===== src/hw/rtl/bbd_pkg.sv =====
`timescale 1ns / 1ps
`default_nettype none
package bbd_pkg;

    localparam int MAX_WIDTH   = 1024;
    localparam int HEIGHT_MAX  = 4096;
    localparam int COL_W       = $clog2(MAX_WIDTH);
    localparam int ROW_W       = $clog2(HEIGHT_MAX);
    localparam int FW_W        = 11;
    localparam int FH_W        = 13;
    localparam int PIX_W       = 8;
    localparam int SUM_W       = PIX_W + 2;
    localparam int CFG_IDX_W   = 2;
    localparam int CFG_DATA_W  = 13;
    localparam int QUEUE_DEPTH = 4;
    localparam int QPTR_W      = $clog2(QUEUE_DEPTH);

    localparam logic [CFG_IDX_W-1:0] REG_FRAME_WIDTH  = 2'd0;
    localparam logic [CFG_IDX_W-1:0] REG_FRAME_HEIGHT = 2'd1;

    localparam logic ACT_PIXEL = 1'b0;
    localparam logic ACT_FLUSH = 1'b1;

    // Division by three as multiply by 683 and shift by 11; exact below 1024.
    localparam int RECIP3       = 683;
    localparam int RECIP3_SHIFT = 11;

    typedef struct packed {
        logic [COL_W-1:0] slot;
        logic [PIX_W-1:0] val;
        logic             emit;
        logic             has_l;
        logic             has_r;
        logic             has_u;
        logic             has_d;
        logic             even_row;
        logic             even_col;
        logic             last;
    } cmd_t;

    typedef struct packed {
        logic full;
        logic empty;
    } queue_stat_t;

    function automatic logic [PIX_W-1:0] mean_div(input logic [SUM_W-1:0] sum,
                                                  input logic [2:0] cnt);
        logic [SUM_W+RECIP3_SHIFT-1:0] prod;
        logic [PIX_W-1:0]              res;
        prod = (SUM_W + RECIP3_SHIFT)'(sum) * (SUM_W + RECIP3_SHIFT)'(RECIP3);
        case (cnt)
            3'd1: res = sum[PIX_W-1:0];
            3'd2: res = sum[PIX_W:1];
            3'd3: res = prod[RECIP3_SHIFT +: PIX_W];
            3'd4: res = sum[PIX_W+1:2];
            default: res = '0;
        endcase
        return res;
    endfunction

endpackage
`default_nettype wire


===== src/hw/rtl/bbd_queue.sv =====
`timescale 1ns / 1ps
`default_nettype none
module bbd_queue (
    input  wire logic           clk,
    input  wire logic           rst_n,
    input  wire logic           push,
    input  wire bbd_pkg::cmd_t  push_cmd,
    input  wire logic           pop,
    output bbd_pkg::cmd_t       head,
    output bbd_pkg::queue_stat_t stat
);
    import bbd_pkg::*;

    cmd_t              entry_reg [QUEUE_DEPTH];
    logic [QPTR_W-1:0] wr_ptr_reg, rd_ptr_reg;
    logic [QPTR_W:0]   count_reg;
    logic              do_push, do_pop;

    assign stat.full  = count_reg == (QPTR_W+1)'(QUEUE_DEPTH);
    assign stat.empty = count_reg == '0;
    assign do_push    = push && !stat.full;
    assign do_pop     = pop && !stat.empty;
    assign head       = entry_reg[rd_ptr_reg];

    always_ff @(posedge clk)
    begin
        if (do_push)
            entry_reg[wr_ptr_reg] <= push_cmd;
    end

    always_ff @(posedge clk or negedge rst_n)
    begin
        if (!rst_n)
        begin
            wr_ptr_reg <= '0;
            rd_ptr_reg <= '0;
            count_reg  <= '0;
        end
        else
        begin
            if (do_push)
                wr_ptr_reg <= wr_ptr_reg + QPTR_W'(1);
            if (do_pop)
                rd_ptr_reg <= rd_ptr_reg + QPTR_W'(1);
            if (do_push && !do_pop)
                count_reg <= count_reg + (QPTR_W+1)'(1);
            else if (do_pop && !do_push)
                count_reg <= count_reg - (QPTR_W+1)'(1);
        end
    end

endmodule
`default_nettype wire


===== config.mk =====
export PLATFORM = sky130hd
export DESIGN_NAME = bbd_queue
export DESIGN_NICKNAME = d
export VERILOG_FILES = /design/src/hw/rtl/bbd_pkg.sv /design/src/hw/rtl/bbd_queue.sv
export SDC_FILE = /design/constraint.sdc
export NUM_CORES = 1
export LEC_CHECK = 0
export BUFFER_PORTS_ARGS = -buffer_cell sky130_fd_sc_hd__buf_2
export CAP_MARGIN = 15
export CORE_MARGIN = 3
export CORE_UTILIZATION = 60
export CTS_CLUSTER_DIAMETER = 30
export CTS_CLUSTER_SIZE = 28
export DETAILED_ROUTE_END_ITERATION = 10
export PLACE_DENSITY = 0.89
export RECOVER_POWER = 50
export SYNTH_ARGS = -nofsm -noshare
export SYNTH_HDL_FRONTEND = slang
export SYNTH_SLANG_ARGS = --single-unit
export TNS_END_PERCENT = 10

===== constraint.sdc =====
create_clock -name clk -period 5.12 [get_ports clk]
set_input_delay 0.256 -clock clk [delete_from_list [all_inputs] [get_ports clk]]
set_output_delay 0.256 -clock clk [all_outputs]
set_load 0.02 [all_outputs]

======== Yosys cells after proc, flatten, opt, wreduce, memory -nomap -nowiden ========
Memory sizes are Yosys's and may differ from the RTL's.
Index checks and enable logic that the tools add are counted.
word-level totals
  bits in registers ....................... 7
  RAM bits ................................ 104
  input port bits ......................... 30
  output and inout port bits .............. 28
  memories kept ........................... 1
cells by class
  add/subtract/negate cells ............... 4
  equal/unequal tests ..................... 1
  muxes and demuxes ....................... 4
  reduce and logical (&&, ||, !) cells .... 10
memory list
  name       words  bits a word  read ports  clocked after memory_dff  write ports  line             RTL
  entry_reg  4      26           1           0                         1            bbd_queue.sv:14  cmd_t entry_reg [QUEUE_DEPTH];
operators by type and width
  operator                                                            number
  3-bit 2-to-1 mux                                                    2
  2-bit by 1-bit adder with 2-bit output, second input constant       2
  1-bit logical AND                                                   4
  1-bit zero test                                                     4
  3-bit by 1-bit adder with 3-bit output, second input constant       1
  3-bit equality test, second input constant                          1
  3-bit zero test                                                     1
  3-bit by 1-bit subtractor with 3-bit output, second input constant  1
  1-bit 2-to-1 mux                                                    2
  2-bit nonzero test                                                  1

======== Longest topological paths before layout ========
  depth after elaboration ................. 7
  mapped depth ............................ 9
  gate-level depth less buffers ........... 8

======== Worst setup path before layout ========
No wires, ideal clock.
  path kind ............................... flip-flop to flip-flop
  from .................................... register count_reg[0]
  to ...................................... register count_reg[1]
  library setup time ...................... 0.125 ns
  arrival time ............................ 1.970 ns
  setup slack ............................. 3.025 ns
  cell stages (with the launch flop) ...... 8
  path buffers ............................ 1
  clock period less this slack ............ 2.095 ns
  path through ............................ dfrtp_1 > nor3b_2 > nor2b_1 > buf_6 > ha_1 > inv_1 > fa_1 > mux2_2
RTL lines
  element                 line             RTL
  start, declared         bbd_queue.sv:16  logic [QPTR_W:0] count_reg;
  start signal, assigned  bbd_queue.sv:46  count_reg <= count_reg + (QPTR_W+1)'(1);
  start signal, assigned  bbd_queue.sv:48  count_reg <= count_reg - (QPTR_W+1)'(1);

==> impl_summary.txt <==
----------------------------------------------------
[Route]
  Total routed wirelength ... 6730 um
  Vias ... between 1500 and 2000
  DRT Pass-1 Iters ... 4
  Drt first-iter violations ... 91
  Routed len/inst ... 20.03 um
  Via-to-Cell Ratio ... 5.652
  Number of nets with antenna violations after detailed routing ... 0
  Number of remaining DRC errors ... 0

[Layout]
  Area delta synth->final ... 11.89%
  Most frequent cells in the layout ... edfxtp_1 (104), clkbuf_1 (32), buf_2 (28), mux4_2 (18), clkbuf_8 (9)
  Most common cell after layout, fill and taps aside ... edfxtp_1
  Number of antenna repair diodes ... 0
  Fill cell total of the finished layout ... 430
  Max FFs per register ... 104
  Net total in the final layout ... about 270
  Share of layout cells above drive strength 1 ... 26.34%

[Floorplan]
  Initial core utilization ... between 60% and 70%
  Core footprint ... 0.006604 mm^2
  Number of top-level pins ... between 50 and 60
  Number of standard-cell rows in the floorplan ... 29
  Die area ... 0.008094 mm^2
  Die X-Extent ... 89.97 um
  Die Y-Extent ... 89.97 um

[STA]
  RSZ-0062 raised after global routing ... no
  Normalized max-slew margin ... -7.386%
  Highest attainable clock frequency ... between 0.3 and 0.4 GHz
  Worst hold slack ... 148.0 ps
  Final number of setup-violating endpoints ... 0
  Final-report hold violation count ... 0
  Setup tns final ... 0 ps
  Final worst-path cycle share ... 57.08%
  Setup clock skew after layout ... approximately 8.6 ps
  Slew at the pin closest to its max-slew limit ... 1611 ps
  Crit path time final ... 2922 ps
  Number of max-slew violations in the final report ... between 50 and 60

[Placement]
  Count of buffers from port buffering ... 57
  Detailed Place HPWL ... approximately 4300 um
  Final weighted congestion of routability-driven global placement ... between 0.7 and 0.8

[Clocking]
  Post-CTS Repair Setup Buffers ... 0
  CTS tree ... done
  Buffer levels on the longest clock path ... 2
  Cells resized by post-CTS repair ... 0
  Clock insertion delay at the later pin of the skew report ... between 300 and 400 ps
  Total CTS buffers ... 9
  Reg clk slew, reported paths ... roughly 100 ps
  CTS Root Buffer Type ... clkbuf_8
  Number of clock sinks ... about 110
  Number of H-tree levels ... 3

[Power and ir drop]
  IR drop worst, VDD ... 0.0004249 V
  Portion of total power attributed to combinational logic ... 30.9%
  Leakage ... roughly 1.6 nW
  Clock power frac ... 18.3%
  Internal power of the cells ... 1.815 mW
  Net Sw Power ... 0.8672 mW
  Proportion of power drawn by flip-flops and latches ... 50.8%
  Power per cell area ... between 500 and 600 mW/mm^2
  Switching share of total power ... approximately 32%

[Global routing]
  Global-route track usage on met1 ... 23.83%
  Initial antenna violation count ... 0
  Total global routing overflow ... 0
  Pin count of the biggest net entering global routing ... 29
  Met2 capacity usage during global routing ... 29.45%
  Number of global-route vias before repair ... 2060
  Grt met3 use ... 5.008%
  Gr usage total ... between 10% and 20%
  Wire length of the first global-routing pass ... 10940 um
  Most used routing layer in global routing ... met2

[Synth]
  Synthesis warning total ... 0
  Cell count after synthesis ... about 170
  Average instance area after synthesis ... 24.59 um^2
  Number of storage elements in the synthesis netlist ... ~110
  Net count of the mapped netlist ... between 200 and 250
  Number of distinct library cell variants in the gate-level netlist after synthesis ... 21
  Area of the mapped netlist ... approximately 0.0042 mm^2
  Portion of the post-synthesis area used by sequential elements ... 77.97%

[Critical path]
  CP Data Arrival Time ... 2670 ps
  Max FO, Critical Path ... 28
  Data required, critical path ... between 4000 and 5000 ps
  Critical-path cell with the highest stage delay ... dfrtp_1
  Worst Path Buf+Inv ... 1
  WS Path Type ... flop to primary output
  CP cell instances ... mux4_1, buf_2
  Critical Path Sink Type ... primary output
  Kind of launch point of the worst setup path ... flop
  Crit path largest cell delay ... 1410 ps
  Family with the most delay on the worst path ... flip-flops

[Worst hold path]
  Type of the most critical hold path ... input pin to flop

[Outcome]
  Violated checks ... max-capacitance violations, max-slew violations
  Result of the run ... finished with violations

[Job]
  Count of maximum capacitance violations ... 2

----------------------------------------------------
==> logic make-up after synthesis <==
family	Yosys count	synth area share, %
buffers and inverters	11	2.188
adder cells (fa/ha/maj)	6	1.952
flip-flops	111	77.97
AND/OR/NAND/NOR	10	1.479
XOR/XNOR	6	1.242
multiplexers	28	15.17
==> power by group through the flow <==
stage               sequential, mW  clock, mW  combinational, mW
finish                        1.36      0.492              0.827
global route                  1.39      0.542              0.887
CTS                           1.37      0.503              0.854
detailed placement            1.39          0              0.849
global placement              1.37          0              0.832
floorplan                     1.27          0              0.727
==> cells in the mapped netlist, drive strengths merged <==
master	count	share of area (%)
or3	1	0.15
nand3	1	0.12
nor3b	1	0.30
xor2	2	0.41
mux2	2	0.62
buf	7	1.8
and2	4	0.59
dfrtp	7	4.1
nor2	1	0.089
nand2	1	0.089
inv	4	0.35
ha	5	1.5
mux4	26	15
nor2b	1	0.15
edfxtp	104	74
xnor2	4	0.83
fa	1	0.47
==> final cells by class <==
class | instances | area, um^2 | area share [%]
clock inverter | 5 | 56.30 | 1.190
timing repair buffer | 62 | 285.3 | 6.027
tap | 93 | 116.4 | 2.458
clock buffer | 11 | 131.4 | 2.776
multi-input combinational | 50 | 830.8 | 17.55
sequential | 111 | 3298 | 69.68
inverter | 4 | 15.01 | 0.3172
==> worst register-to-register path, cell delays in order (launching register included) <==
cell,delay (ps)
dfrtp_1,410
nor3b_1,160
nor2b_1,390
and2_1,190
clkbuf_1,1160
==> worst paths after layout <==
kind | from | end | slack (ps) | cells after the start
setup / recovery | rd_ptr_reg[0]$_DFFE_PN0P_ | head[23] | 2200 | 2
hold / removal | push_cmd[7] | entry_reg[0][7]$_DFFE_PP_ | 150 | 1
setup reg to reg | count_reg[2]$_DFFE_PN0P_ | entry_reg[1][10]$_DFFE_PP_ | 2400 | 4
hold reg to reg | count_reg[2]$_DFFE_PN0P_ | count_reg[2]$_DFFE_PN0P_ | 500 | 1
max in group asynchronous | rst_n | rd_ptr_reg[1]$_DFFE_PN0P_ | 4490 | 2
min in group asynchronous | rst_n | count_reg[0]$_DFFE_PN0P_ | 340 | 2
==> stage by stage <==
stage	total power [mW]	std cells	setup WS [ps]	utilization (%)	instance area, um^2
detailed placement	2.238	319	2880	69.44	4586
CTS	2.726	336	2640	72.43	4783
global placement	2.206	319	3056	69.44	4586
finish	2.682	336	2198	71.67	4733
global route	2.822	336	1942	71.67	4733
floorplan	1.992	172	3025	-	4230
==> per-layer routing <==
metal,wire (um),up-vias
met5,0,-
met4,95,0
met3,350,8
met2,3420,59
met1,2864,990
li1,-,842
==> repair_timing <==
item	in CTS	in global routing
hold endpoints to repair	7	0
endpoints found under the setup margin	0	0
hold buffers	1	0
(Power assumes the default switching activity.)
