<file path="config.mk">
export PLATFORM = sky130hd
export DESIGN_NAME = bbd_front_flat
export DESIGN_NICKNAME = d
export VERILOG_FILES = /design/src/hw/rtl/bbd_pkg.sv /design/src/hw/rtl/bbd_in_if.sv /design/src/hw/rtl/bbd_cfg_if.sv /design/src/hw/rtl/bbd_front.sv /design/src/flat_wrapper.sv
export SDC_FILE = /design/constraint.sdc
export NUM_CORES = 1
export LEC_CHECK = 0
export ABC_AREA = 1
export CORE_UTILIZATION = 24
export DETAILED_ROUTE_END_ITERATION = 6
export DONT_BUFFER_PORTS = 1
export PLACE_DENSITY = 0.46
export SETUP_SLACK_MARGIN = 0.5
export SLEW_MARGIN = 25
export SYNTH_ARGS = -nofsm -noshare
export SYNTH_HDL_FRONTEND = slang
export SYNTH_SLANG_ARGS = --single-unit
</file>
<file path="constraint.sdc">
create_clock -name clk -period 5 [get_ports clk]
set_input_delay 0.5 -clock clk [delete_from_list [all_inputs] [get_ports clk]]
set_output_delay 0.5 -clock clk [all_outputs]
set_load 0.005 [all_outputs]
</file>
<file path="src/hw/rtl/bbd_pkg.sv">
`timescale 1ns / 1ps
`default_nettype none
package bbd_pkg;

    localparam int MAX_WIDTH   = 1024;
    localparam int HEIGHT_MAX  = 4096;
    localparam int COL_W       = $clog2(MAX_WIDTH);
    localparam int ROW_W       = $clog2(HEIGHT_MAX);
    localparam int FW_W        = 11;
    localparam int FH_W        = 13;
    localparam int PIX_W       = 8;
    localparam int SUM_W       = PIX_W + 2;
    localparam int CFG_IDX_W   = 2;
    localparam int CFG_DATA_W  = 13;
    localparam int QUEUE_DEPTH = 4;
    localparam int QPTR_W      = $clog2(QUEUE_DEPTH);

    localparam logic [CFG_IDX_W-1:0] REG_FRAME_WIDTH  = 2'd0;
    localparam logic [CFG_IDX_W-1:0] REG_FRAME_HEIGHT = 2'd1;

    localparam logic ACT_PIXEL = 1'b0;
    localparam logic ACT_FLUSH = 1'b1;

    // Division by three as multiply by 683 and shift by 11; exact below 1024.
    localparam int RECIP3       = 683;
    localparam int RECIP3_SHIFT = 11;

    typedef struct packed {
        logic [COL_W-1:0] slot;
        logic [PIX_W-1:0] val;
        logic             emit;
        logic             has_l;
        logic             has_r;
        logic             has_u;
        logic             has_d;
        logic             even_row;
        logic             even_col;
        logic             last;
    } cmd_t;

    typedef struct packed {
        logic full;
        logic empty;
    } queue_stat_t;

    function automatic logic [PIX_W-1:0] mean_div(input logic [SUM_W-1:0] sum,
                                                  input logic [2:0] cnt);
        logic [SUM_W+RECIP3_SHIFT-1:0] prod;
        logic [PIX_W-1:0]              res;
        prod = (SUM_W + RECIP3_SHIFT)'(sum) * (SUM_W + RECIP3_SHIFT)'(RECIP3);
        case (cnt)
            3'd1: res = sum[PIX_W-1:0];
            3'd2: res = sum[PIX_W:1];
            3'd3: res = prod[RECIP3_SHIFT +: PIX_W];
            3'd4: res = sum[PIX_W+1:2];
            default: res = '0;
        endcase
        return res;
    endfunction

endpackage
`default_nettype wire

</file>
<file path="src/hw/rtl/bbd_in_if.sv">
`timescale 1ns / 1ps
`default_nettype none
interface bbd_in_if;
    logic       valid;
    logic       ready;
    logic       action;
    logic [7:0] raw_value;
    modport source (output valid, action, raw_value, input ready);
    modport sink (input valid, action, raw_value, output ready);
endinterface
`default_nettype wire

</file>
<file path="src/hw/rtl/bbd_cfg_if.sv">
`timescale 1ns / 1ps
`default_nettype none
interface bbd_cfg_if;
    logic        valid;
    logic        ready;
    logic [1:0]  index;
    logic [12:0] data;
    modport source (output valid, index, data, input ready);
    modport sink (input valid, index, data, output ready);
endinterface
`default_nettype wire

</file>
<file path="src/hw/rtl/bbd_front.sv">
`timescale 1ns / 1ps
`default_nettype none
module bbd_front (
    input  wire logic                 clk,
    input  wire logic                 rst_n,
    bbd_in_if.sink                    pixels,
    bbd_cfg_if.sink                   cfg,
    input  wire logic                 q_full,
    output logic                      push,
    output bbd_pkg::cmd_t             cmd
);
    import bbd_pkg::*;

    logic [FW_W-1:0]  frame_width_reg;
    logic [FH_W-1:0]  frame_height_reg;
    logic [FW_W-1:0]  w;
    logic [FH_W-1:0]  h;
    logic [COL_W-1:0] in_col_reg, in_col_next;
    logic [FH_W-1:0]  in_row_reg, in_row_next;
    logic [COL_W-1:0] out_col_reg, out_col_next;
    logic [ROW_W-1:0] out_row_reg, out_row_next;
    logic             accept, draining, ignore, emit, col_wrap, out_wrap, out_rowend;
    logic             last;

    assign cfg.ready = 1'b1;

    always_ff @(posedge clk or negedge rst_n)
    begin
        if (!rst_n)
        begin
            frame_width_reg  <= FW_W'(160);
            frame_height_reg <= FH_W'(120);
        end
        else if (cfg.valid)
        begin
            if (cfg.index == REG_FRAME_WIDTH)
                frame_width_reg <= cfg.data[FW_W-1:0];
            else if (cfg.index == REG_FRAME_HEIGHT)
                frame_height_reg <= cfg.data;
        end
    end

    always_comb
    begin
        if (frame_width_reg < FW_W'(3))
            w = FW_W'(3);
        else if (frame_width_reg > FW_W'(MAX_WIDTH))
            w = FW_W'(MAX_WIDTH);
        else
            w = frame_width_reg;
        if (frame_height_reg < FH_W'(3))
            h = FH_W'(3);
        else if (frame_height_reg > FH_W'(HEIGHT_MAX))
            h = FH_W'(HEIGHT_MAX);
        else
            h = frame_height_reg;
    end

    assign pixels.ready = !q_full;
    assign accept   = pixels.valid && !q_full;
    assign draining = in_row_reg >= h;
    assign ignore   = (pixels.action == ACT_FLUSH) && !draining;
    assign push     = accept && !ignore;
    assign emit     = (in_row_reg >= FH_W'(2))
                   || (in_row_reg == FH_W'(1) && in_col_reg != '0);
    assign col_wrap   = (FW_W'(in_col_reg) + FW_W'(1)) >= w;
    assign out_wrap   = (FW_W'(out_col_reg) + FW_W'(1)) >= w;
    assign out_rowend = (FH_W'(out_row_reg) + FH_W'(1)) >= h;
    assign last       = out_wrap && out_rowend;

    always_comb
    begin
        cmd.slot     = in_col_reg;
        cmd.val      = draining ? '0 : pixels.raw_value;
        cmd.emit     = emit;
        cmd.has_l    = out_col_reg != '0;
        cmd.has_r    = !out_wrap;
        cmd.has_u    = out_row_reg != '0;
        cmd.has_d    = !out_rowend;
        cmd.even_row = !out_row_reg[0];
        cmd.even_col = !out_col_reg[0];
        cmd.last     = last;
    end

    always_comb
    begin
        in_col_next  = in_col_reg;
        in_row_next  = in_row_reg;
        out_col_next = out_col_reg;
        out_row_next = out_row_reg;
        if (push)
        begin
            if (col_wrap)
            begin
                in_col_next = '0;
                in_row_next = in_row_reg + FH_W'(1);
            end
            else
                in_col_next = in_col_reg + COL_W'(1);
            if (emit)
            begin
                if (last)
                begin
                    in_col_next  = '0;
                    in_row_next  = '0;
                    out_col_next = '0;
                    out_row_next = '0;
                end
                else if (out_wrap)
                begin
                    out_col_next = '0;
                    out_row_next = out_row_reg + ROW_W'(1);
                end
                else
                    out_col_next = out_col_reg + COL_W'(1);
            end
        end
    end

    always_ff @(posedge clk or negedge rst_n)
    begin
        if (!rst_n)
        begin
            in_col_reg  <= '0;
            in_row_reg  <= '0;
            out_col_reg <= '0;
            out_row_reg <= '0;
        end
        else
        begin
            in_col_reg  <= in_col_next;
            in_row_reg  <= in_row_next;
            out_col_reg <= out_col_next;
            out_row_reg <= out_row_next;
        end
    end

endmodule
`default_nettype wire

</file>
<file path="src/flat_wrapper.sv">
// flat-port wrapper written by rule: the top's interface ports become plain ports
module bbd_front_flat import bbd_pkg::*;
  (clk, rst_n, q_full, push, cmd, pixels_valid, pixels_action, pixels_raw_value, pixels_ready, cfg_valid, cfg_index, cfg_data, cfg_ready);
  bbd_in_if pixels_i ();
  bbd_cfg_if cfg_i ();
  input  wire logic clk;
  input  wire logic rst_n;
  input  wire logic q_full;
  output logic push;
  output bbd_pkg::cmd_t cmd;
  input wire logic [$bits(pixels_i.valid)-1:0] pixels_valid;
  input wire logic [$bits(pixels_i.action)-1:0] pixels_action;
  input wire logic [$bits(pixels_i.raw_value)-1:0] pixels_raw_value;
  output wire logic [$bits(pixels_i.ready)-1:0] pixels_ready;
  input wire logic [$bits(cfg_i.valid)-1:0] cfg_valid;
  input wire logic [$bits(cfg_i.index)-1:0] cfg_index;
  input wire logic [$bits(cfg_i.data)-1:0] cfg_data;
  output wire logic [$bits(cfg_i.ready)-1:0] cfg_ready;
  assign pixels_i.valid = pixels_valid;
  assign pixels_i.action = pixels_action;
  assign pixels_i.raw_value = pixels_raw_value;
  assign pixels_ready = pixels_i.ready;
  assign cfg_i.valid = cfg_valid;
  assign cfg_i.index = cfg_index;
  assign cfg_i.data = cfg_data;
  assign cfg_ready = cfg_i.ready;
  bbd_front u_core (.clk(clk), .rst_n(rst_n), .pixels(pixels_i), .cfg(cfg_i), .q_full(q_full), .push(push), .cmd(cmd));
endmodule
</file>
; ---- Word level (Yosys, flattened, before mapping)
; Index checks and enable logic that the tools add are counted.
[classes]
addsub = 7
n_mul = 0
n_div = 0
n_lt_le_gt_ge = 9
eq_ne = 2
shift = 0
muxes = 15
bitwise = 1
n_reduce_logical = 22
[ops]
columns = cell, count
row1 = two-way mux 13 bit, 5
row2 = two-way mux 10 bit, 5
row3 = >= comparator 13 bit, 2
row4 = two-way mux 12 bit, 2
row5 = adder 10 x 1 -> 11 bit (second input constant), 2
row6 = >= comparator 11 bit, 2
row7 = two-way mux 11 bit, 2
row8 = adder 10 x 1 -> 10 bit (second input constant), 2
row9 = nonzero test 10 bit, 2
row10 = adder 12 x 1 -> 13 bit (second input constant), 1
row11 = adder 13 x 1 -> 13 bit (second input constant), 1
row12 = == test 13 x 1 -> 1 bit (second input constant), 1
row13 = >= comparator 13 x 2 -> 1 bit (second input constant), 1
row14 = greater-than comparator 13 bit (second input constant), 1
row15 = < comparator 13 x 2 -> 1 bit (second input constant), 1
row16 = adder 12 x 1 -> 12 bit (second input constant), 1
row17 = nonzero test 12 bit, 1
row18 = greater-than comparator 11 bit (second input constant), 1
row19 = < comparator 11 x 2 -> 1 bit (second input constant), 1
row20 = two-way mux 8 bit, 1
row21 = logical NOT 1 bit, 7
row22 = AND reduction 3 bit, 2
row23 = logical AND 1 bit, 5
row24 = AND reduction 2 bit, 2
row25 = 5 further kinds, 5
[word_totals]
reg_bits = 69
latch_bits = 0
ramBits = 0
rom_bits = 0
inputBits = 29
out_inout_bits = 29
memories = 0

; ---- Logic depth before layout (Yosys ltp)
[logic_depth]
depth_word = 9
mapped_depth = 21
ltp_nobuf = 20

; ---- Least setup slack after synthesis
; No wires, ideal clock.
[synth_path]
path_type = register to output
startpoint = register u_core.frame_width_reg[3]
endpoint = output port cmd[0] in the netlist's numbering
t_arrival_ps = 2901
required_time_ps = 4500
setup_slack_ps = 1599
path_stages_with_launch = 16
cell_sequence = dfrtp_1 -> nor4_1 -> nand2_1 -> o31ai_1 -> nand2_1 -> ha_1 -> a21oi_1 -> o21ai_0 -> nand3_1 -> o2111ai_1 -> a31oi_1 -> inv_1 -> nand2_2 -> buf_4 -> inv_1 -> buf_4
[synth_between]
elab_chain_len = 5
[synth_rtl]
columns = element, line_no
row1 = start: declaration, bbd_front.sv:14  ; logic [FW_W-1:0] frame_width_reg;
row2 = start signal: assignment, bbd_front.sv:37  ; frame_width_reg <= cfg.data[FW_W-1:0];
row3 = greater-than comparator 11 bit, bbd_front.sv:47  ; else if (frame_width_reg > FW_W'(MAX_WIDTH))
row4 = two-way mux 11 bit, bbd_front.sv:47
row5 = two-way mux 11 bit (*), bbd_front.sv:45  ; if (frame_width_reg < FW_W'(3))
row6 = >= comparator 11 bit (*), bbd_front.sv:67  ; assign out_wrap = (FW_W'(out_col_reg) + FW_W'(1)) >= w;
row7 = logical AND 1 bit (*), bbd_front.sv:69  ; assign last = out_wrap && out_rowend;
row8 = end: declaration, flat_wrapper.sv:10  ; output bbd_pkg::cmd_t cmd;
; Every way passes the cells marked *; elsewhere a longest branch is shown, timed or not.

==> impl_metrics.toml <==
[cts]
cts_tree = "yes"
path_clk_slew_ps = 70
clockBufferDepth = 2
ctsResizeCount = 0
cts.htree.levels = 3
cts_setup_buffers = 0
clock-sinks = 69
cts_root_buf = "clkbuf_16"
clock_latency_ps = 350
ctsHoldBuffers = 1
numCtsBuffers = 9

[sta]
hold_viol_final = 0
rsz0062_at_grt = "no"
finalSetupTns_ps = 0
setup_ws_ps = 881.7
report.final.slew_viol_count = 0
slew-limit-headroom = 0.4209
fmax_ghz = 0.2428
post-route-period-util = 0.8237
fin_crit_ps = 4118
tightest_slew_ps = 865.4
fin_worst_skew_ps = 10.49
setup_viol = 0

[power]
switching_share = 0.4150
combPwrFrac = 0.367
seq_power_share = 0.333
cellPowerDensity_mw_per_mm2 = 412.7
switchingPower_w = 0.001010
leakagePower_nw = 2.925
pwr-share-clk = 0.300
irDropWorstVdd_mv = 0.1419
internal-power_w = 0.001424

[critical_path]
rr_startpoint = "u_core.frame_width_reg[3]"
cp-start-kind = "register"
crit_path_end = "cmd[0]"
path_class = "reg2out"
reg2reg_depth = 16
cp_data_arrival_time_ps = 3620
cp-end-kind = "output port"
cp-startpoint = "u_core.frame_width_reg[3]"
rrSetupSlack_ps = 1240
required_ps = 4500
worstReg2RegEnd = "u_core.in_row_reg[2]"
crit_fanout = 19

[yosys]
async_reset_ff_frac = 1.000
synth_nets = 821
syn-cell-area_sq_mm = 0.005298
avgSynthCellArea_sq_um = 7.188
ys_seq_area_frac = 0.3274
ys_warn_count = 0
syn_inst = 737
synth_top_flop_cell = "dfrtp_1"
synth_edf_count = 0
ys_types = 41
yosys_register_bits = 69

[floorplanning]
core_area_sq_mm = 0.02135
fp.dieW_um = 150.6
fp-row-count = 53
initial_core_util = 0.2481
dieArea_sq_mm = 0.02267
ioPinCount = 58
die_h_um = 150.6

[cells_and_area]
drive_gt1_frac = 0.05699
nNetsFinal = 816
fin_util = 0.2763
syn_to_final_growth_pct = 11.36
fill_cells = 2356
antenna-diode-count = 0

[worst_hold_path]
hp-class = "in2async"

[global_routing]
grt_pass1_wl_mm = 23.70
antenna_found_initial = 0
grt_overflow = 0
grt_max_degree = 70
track_usage = 0.1372
grt_pass1_vias = 4434

[drt]
via_per_inst = 4.497
wire_per_inst_um = 14.15
drt_pass1_iterations = 5
drc = 0
postRouteAntennaNets = 0
drt_iter0_markers = 257
dr_total_vias = 4551
routed_wl_mm = 14.32

[run]
cap_violations = 0

[run_status]
status = "completed"

[placed_design]
dpl.hpwl_mm = 10.80
place_ws_ps = 1187
place_congestion = 0.8116
io_buffers = 0
## cell families after synthesis
| family | after synthesis | share of synthesized area |
|---|---|---|
| other cells | 1 | 0.0007079 |
| flops | 69 | 0.3273 |
| fa+ha+maj | 55 | 0.1299 |
| mux | 1 | 0.002125 |
| compound gates | 103 | 0.1068 |
| xor+xnor | 28 | 0.04629 |
| buf+inv | 113 | 0.08857 |
| simple gates | 367 | 0.2983 |
## critical path: stages, from the launching register on
cell and delay (ps):
dfrtp_1 410, nor4_1 280, nand2_1 80, o31ai_1 620, nand2_1 230, ha_1 370
a21oi_1 160, o21ai_0 110, nand2_1 70, o2111ai_1 100, a31oi_1 230, inv_1 100
nand2_2 350, inv_1 140
## power by group through the flow
stage | Sequential [W] | Clock, W | Combinational [W]
finish | 0.000810 | 0.000731 | 0.000894
global route | 0.000831 | 0.000775 | 0.00106
CTS | 0.000812 | 0.000755 | 0.000905
floorplan | 0.000765 | 0 | 0.000691
detailed placement | 0.000822 | 0 | 0.000883
global placement | 0.000823 | 0 | 0.000886
## worst min-delay path by stage
| stage | start | endpoint | slack, ps | cells past startpoint |
|---|---|---|---|---|
| final | rst_n | u_core.out_row_reg[3] | 20 | 1 |
| after global routing | rst_n | u_core.out_row_reg[3] | 50 | 1 |
| after CTS | rst_n | u_core.out_row_reg[3] | 50 | 1 |
| after detailed placement | rst_n | u_core.out_row_reg[3] | 210 | 0 |
| after global placement | rst_n | u_core.frame_height_reg[10] | 210 | 0 |
| after floorplan | rst_n | u_core.frame_height_reg[0] | 200 | 0 |
## synthesized netlist by cell type, types with 2 or more instances
| cell type | count | area share |
|---|---|---|
| ha_1 | 55 | 0.13 |
| xor2_1 | 27 | 0.045 |
| o21ai_2 | 7 | 0.012 |
| nand2_2 | 2 | 0.0024 |
| nand3b_1 | 6 | 0.0085 |
| a31oi_1 | 2 | 0.0024 |
| and3_1 | 2 | 0.0024 |
| buf_2 | 4 | 0.0038 |
| clkbuf_1 | 7 | 0.0050 |
| dfstp_2 | 6 | 0.030 |
| nand2_1 | 204 | 0.14 |
| o21ai_0 | 49 | 0.046 |
| nand3_1 | 44 | 0.042 |
| nand4_1 | 12 | 0.014 |
| nor4_1 | 9 | 0.011 |
| nor3_1 | 16 | 0.015 |
| buf_6 | 2 | 0.0043 |
| nor2_1 | 65 | 0.046 |
| o21ai_1 | 14 | 0.013 |
| a21oi_1 | 24 | 0.023 |
| nand3_2 | 2 | 0.0038 |
| buf_4 | 6 | 0.0085 |
| inv_1 | 92 | 0.065 |
| dfrtp_1 | 63 | 0.30 |
## layout make-up
| type | count | area [sq um] | area share |
|---|---|---|---|
| Tap cell | 275 | 344.1 | 0.05832 |
| Clock inverter | 7 | 103.9 | 0.01760 |
| Inverter | 94 | 355.3 | 0.06023 |
| Clock buffer | 9 | 225.2 | 0.03818 |
| Multi-Input combinational cell | 555 | 3094 | 0.5245 |
| Sequential cell | 69 | 1734 | 0.2940 |
| Timing Repair Buffer | 3 | 42.54 | 0.007211 |
## layer usage
metal	GRT usage	vias to the layer above	routed length, um
li1	-	2391	-
met1	0.1887	2070	7270
met2	0.2150	79	6362
met3	0.02788	11	515
met4	0.04050	0	175
met5	0	-	0
## placed cells by master, fill, tap and decap left out, drive strengths merged
master	Yosys	routed
o31ai	1	1
clkinv	1	3
o2111ai	1	1
o21a	1	1
nand2	207	207
nor3	16	16
clkbuf	7	9
dfstp	6	6
ha	55	55
or2	1	1
xor2	27	27
a31oi	2	2
a2111oi	1	1
conb	1	1
o311ai	1	1
nand3	47	47
xnor2	1	1
nand4	12	12
mux2	1	1
nand3b	6	6
a211oi	1	1
a21oi	24	24
buf	12	3
inv	93	96
nor2	66	66
nor4	9	9
bufinv	0	2
o21ai	70	70
dfrtp	63	63
nor3b	1	1
a21boi	1	1
and3	2	2
## metrics by stage
| stage | total power, W | cells | hold slack (ps) | area [sq um] |
|---|---|---|---|---|
| final | 0.002435 | 1012 | 22.70 | 5899 |
| after global routing | 0.002670 | 1012 | 46.85 | 5899 |
| after CTS | 0.002472 | 1012 | 51.00 | 5899 |
| after detailed placement | 0.001705 | 995 | 210.0 | 5543 |
| after global placement | 0.001709 | 995 | 210.1 | 5543 |
| after floorplan | 0.001456 | 737 | 204.4 | 5298 |
Note: power is estimated with default switching activity, not from simulation.
